## config.mk

```make
export PLATFORM = sky130hd
export DESIGN_NAME = k_stacks_shared_store
export DESIGN_NICKNAME = d
export VERILOG_FILES = /design/src/rtl/kss_pkg.sv /design/src/rtl/k_stacks_shared_store.sv /design/src/rtl/kss_store.sv
export SDC_FILE = /design/constraint.sdc
export NUM_CORES = 1
export LEC_CHECK = 0
export BUFFER_PORTS_ARGS = -buffer_cell sky130_fd_sc_hd__buf_2
export CORE_MARGIN = 3
export CORE_UTILIZATION = 38
export CTS_BUF_LIST = sky130_fd_sc_hd__clkbuf_8
export CTS_CLUSTER_SIZE = 25
export DETAILED_ROUTE_END_ITERATION = 8
export PLACE_DENSITY_LB_ADDON = 0.08
export SYNTH_ARGS = -nofsm -noshare
export SYNTH_HDL_FRONTEND = slang
export SYNTH_SLANG_ARGS = --single-unit
export TNS_END_PERCENT = 20
```

## constraint.sdc

```tcl
create_clock -name i_clk -period 5.41 [get_ports i_clk]
set_input_delay 1.3525 -clock i_clk [delete_from_list [all_inputs] [get_ports i_clk]]
set_output_delay 1.3525 -clock i_clk [all_outputs]
set_load 0.005 [all_outputs]
```

## src/rtl/kss_pkg.sv

```systemverilog
// Shared types, codes and sizes for the shared-store stack block.
// No dependencies; used by kss_store and k_stacks_shared_store.
package kss_pkg;

    // Store geometry
    localparam int NUM_STACKS  = 4;
    localparam int STORE_DEPTH = 16;

    // Slot index, link (index plus null code) and stack index widths
    localparam int IDX_W  = (STORE_DEPTH > 1) ? $clog2(STORE_DEPTH) : 1;
    localparam int LINK_W = $clog2(STORE_DEPTH + 1);
    localparam int TOP_W  = (NUM_STACKS > 1) ? $clog2(NUM_STACKS) : 1;

    // Field widths
    localparam int SID_W  = 2;
    localparam int DATA_W = 32;

    // Null link
    localparam logic [LINK_W-1:0] LINK_NULL = LINK_W'(STORE_DEPTH);

    // Operation codes
    localparam logic OP_PUSH = 1'b0;
    localparam logic OP_POP  = 1'b1;

    // Status codes
    localparam logic [1:0] ST_DONE      = 2'd0;
    localparam logic [1:0] ST_OVERFLOW  = 2'd1;
    localparam logic [1:0] ST_UNDERFLOW = 2'd2;

    localparam logic signed [DATA_W-1:0] UNDERFLOW_VALUE = 32'sh7FFF_FFFF;

    // Request and result payloads
    typedef struct packed {
        logic                     op;
        logic [SID_W-1:0]         stack_id;
        logic signed [DATA_W-1:0] push_value;
    } t_request;

    typedef struct packed {
        logic [1:0]               status;
        logic signed [DATA_W-1:0] pop_value;
        logic                     store_full;
        logic                     stack_empty;
    } t_result;

    // Write port of the link/data store
    typedef struct packed {
        logic                     link_we;
        logic                     data_we;
        logic [IDX_W-1:0]         addr;
        logic [LINK_W-1:0]        link;
        logic signed [DATA_W-1:0] data;
    } t_store_wr;

    // Link an entry holds before it is first written: next slot, last one null
    function automatic logic [LINK_W-1:0] f_init_link(input logic [IDX_W-1:0] idx);
        logic [LINK_W-1:0] lnk;
        if (int'(idx) == STORE_DEPTH - 1) begin
            lnk = LINK_NULL;
        end else begin
            lnk = LINK_W'(int'(idx) + 1);
        end
        return lnk;
    endfunction

    function automatic logic f_is_null(input logic [LINK_W-1:0] lnk);
        return int'(lnk) >= STORE_DEPTH;
    endfunction

endpackage

```

## src/rtl/k_stacks_shared_store.sv

```systemverilog
// Several LIFO stacks in one shared slot store with a free list.
// The result strobe o_valid follows an accepted request through r_busy and r_valid.
// A new request is not taken while busy; busy is high for the cycle after accept,
// set by the read of the link/data memories followed by their write-back.
// Reset: all stacks empty, free list 0..last, ready in the first cycle after reset.
// Results cannot be stalled; each is shown for one cycle. Depends on kss_pkg, kss_store.
module k_stacks_shared_store
    import kss_pkg::*;
(
    input  logic     i_clk,
    input  logic     i_rst_n,
    input  logic     start,
    output logic     busy,
    input  t_request i_req,
    output logic     o_valid,
    output t_result  o_res
);

    logic                     r_busy;
    logic                     r_op;
    logic [SID_W-1:0]         r_sid;
    logic signed [DATA_W-1:0] r_val;
    logic [LINK_W-1:0]        r_slot;
    logic [LINK_W-1:0]        r_free;
    logic [LINK_W-1:0]        r_tops [NUM_STACKS];
    logic                     r_valid;
    t_result                  r_res;

    logic                     accept;
    logic                     sid_ok_in;
    logic [LINK_W-1:0]        n_slot;
    logic [LINK_W-1:0]        st_link;
    logic signed [DATA_W-1:0] st_data;
    t_store_wr                wr;
    logic                     sid_ok;
    logic                     push_ok;
    logic                     pop_ok;
    t_result                  n_res;
    logic [LINK_W-1:0]        cur_top;

    assign accept    = start && !r_busy;
    assign busy      = r_busy;
    assign sid_ok_in = int'(i_req.stack_id) < NUM_STACKS;

    // Slot touched by the request: free head for push or an unknown stack, stack top for pop
    always_comb begin
        if (i_req.op == OP_PUSH || !sid_ok_in) begin
            n_slot = r_free;
        end else begin
            n_slot = r_tops[i_req.stack_id[TOP_W-1:0]];
        end
    end

    kss_store u_store (
        .i_clk     (i_clk),
        .i_rst_n   (i_rst_n),
        .i_rd_en   (accept),
        .i_rd_addr (n_slot[IDX_W-1:0]),
        .i_wr      (wr),
        .o_link    (st_link),
        .o_data    (st_data)
    );

    // Request capture
    always_ff @(posedge i_clk) begin
        if (accept) begin
            r_op   <= i_req.op;
            r_sid  <= i_req.stack_id;
            r_val  <= i_req.push_value;
            r_slot <= n_slot;
        end
    end

    // Write-back step while r_busy: decide, write back, build the result
    assign sid_ok  = int'(r_sid) < NUM_STACKS;
    assign cur_top = r_tops[r_sid[TOP_W-1:0]];
    assign push_ok = r_busy && (r_op == OP_PUSH) && sid_ok && !f_is_null(r_slot);
    assign pop_ok  = r_busy && (r_op == OP_POP) && sid_ok && !f_is_null(r_slot);

    always_comb begin
        wr.link_we = push_ok || pop_ok;
        wr.data_we = push_ok;
        wr.addr    = r_slot[IDX_W-1:0];
        wr.link    = push_ok ? cur_top : r_free;
        wr.data    = r_val;
    end

    always_comb begin
        n_res.pop_value = '0;
        if (r_op == OP_PUSH) begin
            n_res.status      = push_ok ? ST_DONE : ST_OVERFLOW;
            n_res.store_full  = push_ok ? f_is_null(st_link) : f_is_null(r_free);
            n_res.stack_empty = push_ok ? 1'b0 : (!sid_ok || f_is_null(cur_top));
        end else begin
            n_res.status      = pop_ok ? ST_DONE : ST_UNDERFLOW;
            n_res.pop_value   = pop_ok ? st_data : UNDERFLOW_VALUE;
            n_res.store_full  = pop_ok ? 1'b0 : f_is_null(r_free);
            n_res.stack_empty = pop_ok ? f_is_null(st_link) : 1'b1;
        end
    end

    // Control state: busy flag, free head, stack tops, result strobe
    always_ff @(posedge i_clk) begin
        if (!i_rst_n) begin
            r_busy  <= 1'b0;
            r_valid <= 1'b0;
            r_free  <= '0;
            for (int i = 0; i < NUM_STACKS; i++) begin
                r_tops[i] <= LINK_NULL;
            end
        end else begin
            r_busy  <= accept;
            r_valid <= r_busy;
            if (push_ok) begin
                r_free                     <= st_link;
                r_tops[r_sid[TOP_W-1:0]]   <= r_slot;
            end else if (pop_ok) begin
                r_free                     <= r_slot;
                r_tops[r_sid[TOP_W-1:0]]   <= st_link;
            end
        end
    end

    // Result register
    always_ff @(posedge i_clk) begin
        if (r_busy) begin
            r_res <= n_res;
        end
    end

    assign o_valid = r_valid;
    assign o_res   = r_res;

    // Busy lasts exactly one cycle per request
    a_busy_one: assert property (@(posedge i_clk) disable iff (!i_rst_n)
        r_busy |=> !r_busy)
        else $error("busy held longer than one cycle");

    // Every request gives exactly one strobe, in the cycle after busy
    a_strobe_follows: assert property (@(posedge i_clk) disable iff (!i_rst_n)
        o_valid == $past(r_busy))
        else $error("result strobe not tied to request");

    // Store writes happen only in the write-back cycle
    a_wr_in_busy: assert property (@(posedge i_clk) disable iff (!i_rst_n)
        wr.link_we |-> r_busy)
        else $error("store write outside write-back cycle");

    // A successful push advances the free head to the link read from its slot
    a_free_moves: assert property (@(posedge i_clk) disable iff (!i_rst_n)
        push_ok |=> r_free == $past(st_link))
        else $error("free head not advanced on push");

endmodule

```

## src/rtl/kss_store.sv

```systemverilog
// Link store and data store: synchronous memories, one read port, one write port.
// Unwritten link entries read as the initial free chain. Depends on kss_pkg.
module kss_store
    import kss_pkg::*;
(
    input  logic                     i_clk,
    input  logic                     i_rst_n,
    input  logic                     i_rd_en,
    input  logic [IDX_W-1:0]         i_rd_addr,
    input  t_store_wr                i_wr,
    output logic [LINK_W-1:0]        o_link,
    output logic signed [DATA_W-1:0] o_data
);

    logic [LINK_W-1:0]        link_mem [STORE_DEPTH];
    logic signed [DATA_W-1:0] data_mem [STORE_DEPTH];
    logic [STORE_DEPTH-1:0]   r_link_vld;

    logic [LINK_W-1:0]        r_link_q;
    logic signed [DATA_W-1:0] r_data_q;
    logic                     r_vld_q;
    logic [IDX_W-1:0]         r_rd_addr;

    // Memory arrays: write port and registered read port
    always_ff @(posedge i_clk) begin
        if (i_wr.link_we) begin
            link_mem[i_wr.addr] <= i_wr.link;
        end
        if (i_wr.data_we) begin
            data_mem[i_wr.addr] <= i_wr.data;
        end
        if (i_rd_en) begin
            r_link_q  <= link_mem[i_rd_addr];
            r_data_q  <= data_mem[i_rd_addr];
            r_rd_addr <= i_rd_addr;
        end
    end

    // Written flags: reset restores the initial free chain at once
    always_ff @(posedge i_clk) begin
        if (!i_rst_n) begin
            r_link_vld <= '0;
            r_vld_q    <= 1'b0;
        end else begin
            if (i_wr.link_we) begin
                r_link_vld[i_wr.addr] <= 1'b1;
            end
            if (i_rd_en) begin
                r_vld_q <= r_link_vld[i_rd_addr];
            end
        end
    end

    assign o_link = r_vld_q ? r_link_q : f_init_link(r_rd_addr);
    assign o_data = r_data_q;

    // Reads and writes never share a cycle
    a_no_rd_wr_overlap: assert property (@(posedge i_clk) disable iff (!i_rst_n)
        !(i_rd_en && (i_wr.link_we || i_wr.data_we)))
        else $error("store read and write in the same cycle");

    // Data is only written together with its link (push)
    a_data_with_link: assert property (@(posedge i_clk) disable iff (!i_rst_n)
        i_wr.data_we |-> i_wr.link_we)
        else $error("data write without link write");

    // A written entry stays marked as written
    a_vld_sticky: assert property (@(posedge i_clk) disable iff (!i_rst_n)
        i_wr.link_we |=> r_link_vld[$past(i_wr.addr)])
        else $error("link entry lost its written flag");

endmodule

```

Word-level counts from Yosys, hierarchy flattened --
Memories as Yosys holds them, arrays and structs flattened. A register that Yosys moved wholly into a read port is not among the register bits. Index checks and enable logic that the tools add are counted.
Cells by class: add/sub/neg operators 1, multiply operators 0, divide/modulo/power cells 0, $lt $le $gt $ge 7, equality and inequality tests 1, shift-type cells 0, muxes and demuxes 35, bitwise gates (word level) 3, reductions and logical operators 12
Operators with widths (count):
- 5-bit 2-to-1 mux | 8
- 31-bit 2-to-1 mux | 1
- 5-bit greater-or-equal comparator (second input constant) | 4
- 1-bit 2-to-1 mux | 19
- 16-bit OR | 1
- 4-bit by 5-bit < comparator with 1-bit output (second input constant) | 2
- 2-bit 2-to-1 mux | 5
- 1-bit logical AND | 6
- 4-bit by 1-bit adder with 5-bit output (second input constant) | 1
- 5-bit OR reduction | 1
- 1-bit binary-select mux with 4-bit select | 1
- 1-bit demux with 4-bit select | 1
- 4-bit by 1-bit == test with 1-bit output (second input constant) | 1
- 4-bit by 1-bit greater-or-equal comparator with 1-bit output (second input constant) | 1
- 1-bit zero test | 2
- 2-bit AND reduction | 1
- 2-bit nonzero test | 1
- 1-bit logical OR | 1
- 1-bit inverter | 1
- 1-bit OR | 1
Storage, ports and cells: register bits 104, latch bits 0, RAM bits 612, ROM bits 0, input bits 38, output and inout port bits 38, logic and storage cells 77, memories kept 3
Memory list:
- u_store.data_mem | words 16, width 32, read ports 1, clocked after Yosys merged registers in 1, write ports 1, line kss_store.sv:16 | logic signed [DATA_W-1:0] data_mem [STORE_DEPTH];
- u_store.link_mem | words 16, width 5, read ports 1, clocked after Yosys merged registers in 1, write ports 1, line kss_store.sv:15 | logic [LINK_W-1:0] link_mem [STORE_DEPTH];
- r_tops | words 4, width 5, read ports 2, clocked after Yosys merged registers in 1, write ports 4, line k_stacks_shared_store.sv:25 | logic [LINK_W-1:0] r_tops [NUM_STACKS];

Depth between registers and ports, before layout --
word-level depth 10, depth in mapped cells 11

Hierarchy --
Synthesis repeated with hierarchy kept, for this count alone.
Second synthesis, totals: cell total of the unflattened synthesis 1210, area, all modules 28473.6 um^2
By module, submodules not included:
- kss_store | times used 1, cells an instance 975, area each 24363.4 um^2, sequential area each 19348.6 um^2
- k_stacks_shared_store | times used 1, cells an instance 235, area each 4110.2 um^2, sequential area each 3062.9 um^2

Worst setup path before layout --
OpenSTA, ideal clock, no wires.
kind register -> register, start point reg r_busy, in the netlist busy, end point mem u_store.data_mem[0][0], enable pin, setup time 0.502 ns, arrival time 4.817 ns, data required time 4.908 ns, path slack 0.092 ns, stages on the path, launching flop included 4, path buffers 0, path through dfxtp_1 nor2b_1 nand2_1 nor4_1
Between the ends: longest elaborated chain between the ends 4
RTL lines:
- start: declaration | line k_stacks_shared_store.sv:19 | logic r_busy;
- start signal: assignment | line k_stacks_shared_store.sv:112 | r_busy <= accept;
- 1-bit logical AND (2 in series) | line k_stacks_shared_store.sv:77 | assign push_ok = r_busy && (r_op == OP_PUSH) && sid_ok && !f_is_null(r_slot);
- 1-bit 2-to-1 mux | line kss_store.sv:29 | if (i_wr.data_we) begin
- 1-bit 2-to-1 mux (implied by the code) | line kss_store.sv:30 | data_mem[i_wr.addr] <= i_wr.data;
- end: declaration | line kss_store.sv:16
No other way between the ends.

Worst setup path after layout --
start point reg r_busy, in the netlist busy, end point out busy
RTL lines:
- end: declaration | line k_stacks_shared_store.sv:13 | output logic busy,
No word-level cell between the ends.

==> run_summary.xml <==
<?xml version="1.0" encoding="UTF-8"?>
<metrics>
  <group name="place">
    <metric name="gp_congestion" unit="">0.761</metric>
    <metric name="place_ws" unit="ns">1.24</metric>
    <metric name="numPlacedInstances" unit="">2741</metric>
    <metric name="place.detailed.hpwl" unit="um">36600</metric>
    <metric name="io_buffers" unit="">75</metric>
  </group>
  <group name="layout">
    <metric name="instances_no_fill" unit="">2977</metric>
    <metric name="syn2layout_area_growth" unit="%">12.3</metric>
    <metric name="nFillCells" unit="">7095</metric>
    <metric name="final_nets" unit="">1867</metric>
    <metric name="final_layout_size_suffix_gt1_share" unit="%">16.7</metric>
    <metric name="utilization" unit="%">43.1</metric>
  </group>
  <group name="detailed_routing">
    <metric name="detail_route.drc_violations" unit="">0</metric>
    <metric name="vias_per_cell" unit="">4.99</metric>
    <metric name="num_vias" unit="">14900</metric>
    <metric name="drt.antenna.violating_nets" unit="">0</metric>
    <metric name="dr.first_iter.drc_count" unit="">959</metric>
    <metric name="wire_per_inst" unit="um">23.7</metric>
    <metric name="routed_wirelength" unit="um">70500</metric>
    <metric name="detailedRoute.firstPassIterationCount" unit="">5</metric>
  </group>
  <group name="cts">
    <metric name="cts_num_sinks" unit="">751</metric>
    <metric name="clock_insertion_delay_worst_skew" unit="ns">0.75</metric>
    <metric name="path_clk_slew" unit="ns">0.06</metric>
    <metric name="clockBufferDepth" unit="">3</metric>
    <metric name="cts-buffers-inserted" unit="">132</metric>
    <metric name="cts-hold-fix-buffers" unit="">0</metric>
    <metric name="clock_tree.htree_level_count" unit="">4</metric>
    <metric name="cts.repair_timing.setup_buffer_count" unit="">0</metric>
    <metric name="root_buffer" unit="">sky130_fd_sc_hd__clkbuf_8</metric>
    <metric name="cts_tree" unit="">yes</metric>
    <metric name="cts_repair_resize_count" unit="">0</metric>
  </group>
  <group name="worst_setup_path">
    <metric name="cp_top_family" unit="">flip-flops</metric>
    <metric name="cpMaxStageDelayCell" unit="">sky130_fd_sc_hd__dfxtp_2</metric>
    <metric name="cp-start-kind" unit="">flop</metric>
    <metric name="worst-setup-path-type" unit="">reg2out</metric>
    <metric name="timing.critical_path.fanout_max" unit="">23</metric>
    <metric name="worst_ep_arrival_time" unit="ns">2.27</metric>
    <metric name="cp_slowest_stage_delay" unit="ns">0.84</metric>
    <metric name="cp-end-kind" unit="">output pin</metric>
    <metric name="critical_path.cell_chain" unit="">buf_4, buf_2</metric>
    <metric name="number_of_buffer_and_inverter_stages_on_the_critical_path" unit="">2</metric>
    <metric name="cp.required" unit="ns">4.06</metric>
  </group>
  <group name="synth">
    <metric name="post_synth_num_cell_types" unit="">49</metric>
    <metric name="yosys.area_share.adder" unit="%">0.165</metric>
    <metric name="main_combinational_cell_family_by_area_after_synthesis" unit="">multiplexers</metric>
    <metric name="synthCells" unit="">1661</metric>
    <metric name="synth_xor_xnor_area_share" unit="%">0</metric>
    <metric name="avgSynthCellArea" unit="um2">18.3</metric>
    <metric name="ys_seq_area_share" unit="%">73.4</metric>
    <metric name="synth_compound_gate_area_share" unit="%">1.75</metric>
    <metric name="synth_top_area_share" unit="%">71.7</metric>
    <metric name="synth.area.mux_share" unit="%">19.6</metric>
    <metric name="post-synth-top-area-cell" unit="">sky130_fd_sc_hd__edfxtp_1</metric>
    <metric name="synth.ff_latch_count" unit="">751</metric>
    <metric name="yosys_most_used_dff" unit="">sky130_fd_sc_hd__edfxtp_1</metric>
    <metric name="netlist_area" unit="um2">30400</metric>
    <metric name="post_synth_and_or_nand_nor_area_fraction" unit="%">2.13</metric>
    <metric name="synthTopCellsByArea" unit="">sky130_fd_sc_hd__edfxtp_1, sky130_fd_sc_hd__mux2i_1, sky130_fd_sc_hd__dfxtp_1, sky130_fd_sc_hd__buf_6, sky130_fd_sc_hd__buf_12</metric>
    <metric name="ys_async_sr_fraction" unit="%">0</metric>
    <metric name="synthesis.nets" unit="">1703</metric>
    <metric name="synth_enable_flop_cells" unit="">725</metric>
    <metric name="yosysWarningCount" unit="">0</metric>
  </group>
  <group name="sta">
    <metric name="setup-violations-final" unit="">0</metric>
    <metric name="relSlewSlack" unit="%">19.5</metric>
    <metric name="setup_slack" unit="ns">1.79</metric>
    <metric name="timing.clock.skew" unit="ns">0.0319</metric>
    <metric name="sum_of_negative_setup_slack" unit="ns">0</metric>
    <metric name="hold_viol" unit="">0</metric>
    <metric name="layout_worst_path_cycle_share" unit="%">67.0</metric>
    <metric name="worst_slew_pin_slew" unit="ns">1.21</metric>
    <metric name="timing_max_transition_violations_final" unit="">0</metric>
    <metric name="period_needed" unit="ns">3.62</metric>
    <metric name="maxClockFrequency" unit="MHz">276</metric>
    <metric name="grt_setup_unrepaired" unit="">false</metric>
  </group>
  <group name="die">
    <metric name="start_util" unit="%">38.4</metric>
    <metric name="pin_count" unit="">76</metric>
    <metric name="die_area" unit="um2">83400</metric>
    <metric name="fp.coreArea" unit="um2">79100</metric>
    <metric name="die_w" unit="um">289</metric>
    <metric name="row_count" unit="">103</metric>
    <metric name="die-height" unit="um">289</metric>
  </group>
  <group name="power_and_ir_drop">
    <metric name="power.sequential.fraction" unit="%">54.9</metric>
    <metric name="p_int" unit="mW">9.20</metric>
    <metric name="power.switching_fraction" unit="%">23.3</metric>
    <metric name="power_density" unit="nW/um2">352</metric>
    <metric name="static-leakage-power" unit="nW">12.0</metric>
    <metric name="p_comb_share" unit="%">6.1</metric>
    <metric name="power" unit="mW">12.0</metric>
    <metric name="ir_drop" unit="mV">0.164</metric>
    <metric name="netSwitchingPower" unit="mW">2.80</metric>
    <metric name="clkPwrFrac" unit="%">39.0</metric>
  </group>
  <group name="global_route">
    <metric name="grt_antenna_before_repair" unit="">2</metric>
    <metric name="grt_start_max_net_pins" unit="">87</metric>
    <metric name="grt.overflow.total" unit="">0</metric>
    <metric name="grt_first_pass_wirelength" unit="um">103000</metric>
    <metric name="first_global_vias" unit="">15400</metric>
    <metric name="global_route.usage.total" unit="%">17.1</metric>
  </group>
  <group name="run">
    <metric name="maxCapViolations" unit="">0</metric>
  </group>
  <group name="hold_path">
    <metric name="worst_hold_path_type" unit="">reg2reg</metric>
  </group>
  <group name="outcome">
    <metric name="outcome" unit="">completed</metric>
  </group>
</metrics>
-- worst register-to-register path, delay by kind of cell (launching register included) --
family | cells | cell delay (ns)
flip-flops | 1 | 0.84
AND/OR/NAND/NOR | 2 | 1.34
multiplexers | 1 | 0.55
-- logic make-up (layout without fill, tap and decap cells) --
family          Yosys count  after routing
simple gates            148            148
mux                     580            580
compound gates           74             74
other cells               0              1
buf+inv                 104            369
fa+ha+maj                 4              4
flops                   751            751
-- final timing paths --
path	cells past startpoint	to	startpoint	slack, ns
setup reg to reg	3	u_store.link_mem[12][1]	busy	2.35
setup / recovery	2	busy	busy	1.79
hold reg to reg	2	u_store.r_link_vld[9]	u_store.r_link_vld[9]	0.48
hold / removal	2	u_store.r_link_vld[9]	u_store.r_link_vld[9]	0.48
-- metrics by stage --
stage,hold slack [ns],instance area [um2]
after floorplan,0.438,30400
after global placement,0.451,31800
after detailed placement,0.462,31800
after CTS,0.477,34100
after global routing,0.505,34100
final,0.481,34100
-- synth_stat cells (2+ instances only) --
master / number
sky130_fd_sc_hd__nand2b_1: 9
sky130_fd_sc_hd__edfxtp_1: 725
sky130_fd_sc_hd__nor3_1: 17
sky130_fd_sc_hd__o21a_1: 32
sky130_fd_sc_hd__mux4_2: 8
sky130_fd_sc_hd__a211o_1: 2
sky130_fd_sc_hd__dfxtp_1: 26
sky130_fd_sc_hd__clkbuf_4: 2
sky130_fd_sc_hd__buf_1: 3
sky130_fd_sc_hd__nor2b_1: 2
sky130_fd_sc_hd__a211oi_1: 4
sky130_fd_sc_hd__o21ai_0: 8
sky130_fd_sc_hd__inv_1: 14
sky130_fd_sc_hd__a22oi_1: 2
sky130_fd_sc_hd__mux2_2: 9
sky130_fd_sc_hd__o221ai_1: 2
sky130_fd_sc_hd__nand2_1: 33
sky130_fd_sc_hd__a21oi_1: 11
sky130_fd_sc_hd__buf_6: 27
sky130_fd_sc_hd__buf_8: 5
sky130_fd_sc_hd__ha_1: 4
sky130_fd_sc_hd__and2_1: 3
sky130_fd_sc_hd__nor4_1: 4
sky130_fd_sc_hd__a31oi_1: 3
sky130_fd_sc_hd__mux2i_1: 561
sky130_fd_sc_hd__buf_12: 13
sky130_fd_sc_hd__buf_2: 12
sky130_fd_sc_hd__clkbuf_1: 20
sky130_fd_sc_hd__nand3_1: 8
sky130_fd_sc_hd__or3_1: 2
sky130_fd_sc_hd__nor2_1: 67
sky130_fd_sc_hd__buf_4: 6
-- cells in the final DEF (no fill, tap or decap), types with 5 or more instances in the layout --
cell type                    count
sky130_fd_sc_hd__nand3_1         8
sky130_fd_sc_hd__edfxtp_1      725
sky130_fd_sc_hd__buf_12          8
sky130_fd_sc_hd__buf_2          75
sky130_fd_sc_hd__mux4_2          8
sky130_fd_sc_hd__nor3_1          5
sky130_fd_sc_hd__clkinv_1       33
sky130_fd_sc_hd__o21ai_0         8
sky130_fd_sc_hd__dfxtp_1        25
sky130_fd_sc_hd__nor3_2         12
sky130_fd_sc_hd__inv_1          54
sky130_fd_sc_hd__buf_4          35
sky130_fd_sc_hd__nand2b_1        8
sky130_fd_sc_hd__mux2i_1       560
sky130_fd_sc_hd__a21oi_1        11
sky130_fd_sc_hd__o21a_1         32
sky130_fd_sc_hd__clkinvlp_4      7
sky130_fd_sc_hd__nand2_1        33
sky130_fd_sc_hd__clkinv_2       11
sky130_fd_sc_hd__mux2_2          9
sky130_fd_sc_hd__clkbuf_8      138
sky130_fd_sc_hd__nor2_1         67
-- power by group through the flow --
stage	combinational, mW	sequential (mW)	clock [mW]
floorplan	0.594	6.66	0
global placement	0.742	6.71	0
detailed placement	0.746	6.71	0
CTS	0.748	6.59	4.87
global route	0.793	6.60	5.14
finish	0.728	6.59	4.68
-- state kept, by name (all words and copies together), names as in the netlist, named ones only --
signal              count
busy                    1
o_res                  36
o_valid                 1
r_free                  5
r_op                    1
r_sid                   2
r_slot                  5
r_tops                 20
r_val                  32
u_store.data_mem      512
u_store.link_mem       80
u_store.o_data         32
u_store.r_link_q        5
u_store.r_link_vld     16
u_store.r_vld_q         1
-- metal layers --
metal	vias up	share of wire, %	wire, um	GRT usage, %
met5	-	0	0	0
met2	277	49	34300	28.0
met4	0	2.1	1480	5.49
met1	7624	46	32100	23.0
li1	6839	-	-	-
met3	127	3.7	2600	3.38
-- final cells by class --
class	count	area [um2]	share of cell area [%]
Multi-Input combinational cell	806	7270	21.3
Timing Repair Buffer	118	798	2.34
Clock buffer	138	1900	5.57
Inverter	16	81.3	0.238
Sequential cell	751	22300	65.3
Tap cell	1050	1310	3.85
Antenna cell	1	2.50	0.00734
Clock inverter	97	453	1.33
Note: power is estimated with default switching activity, not from simulation.
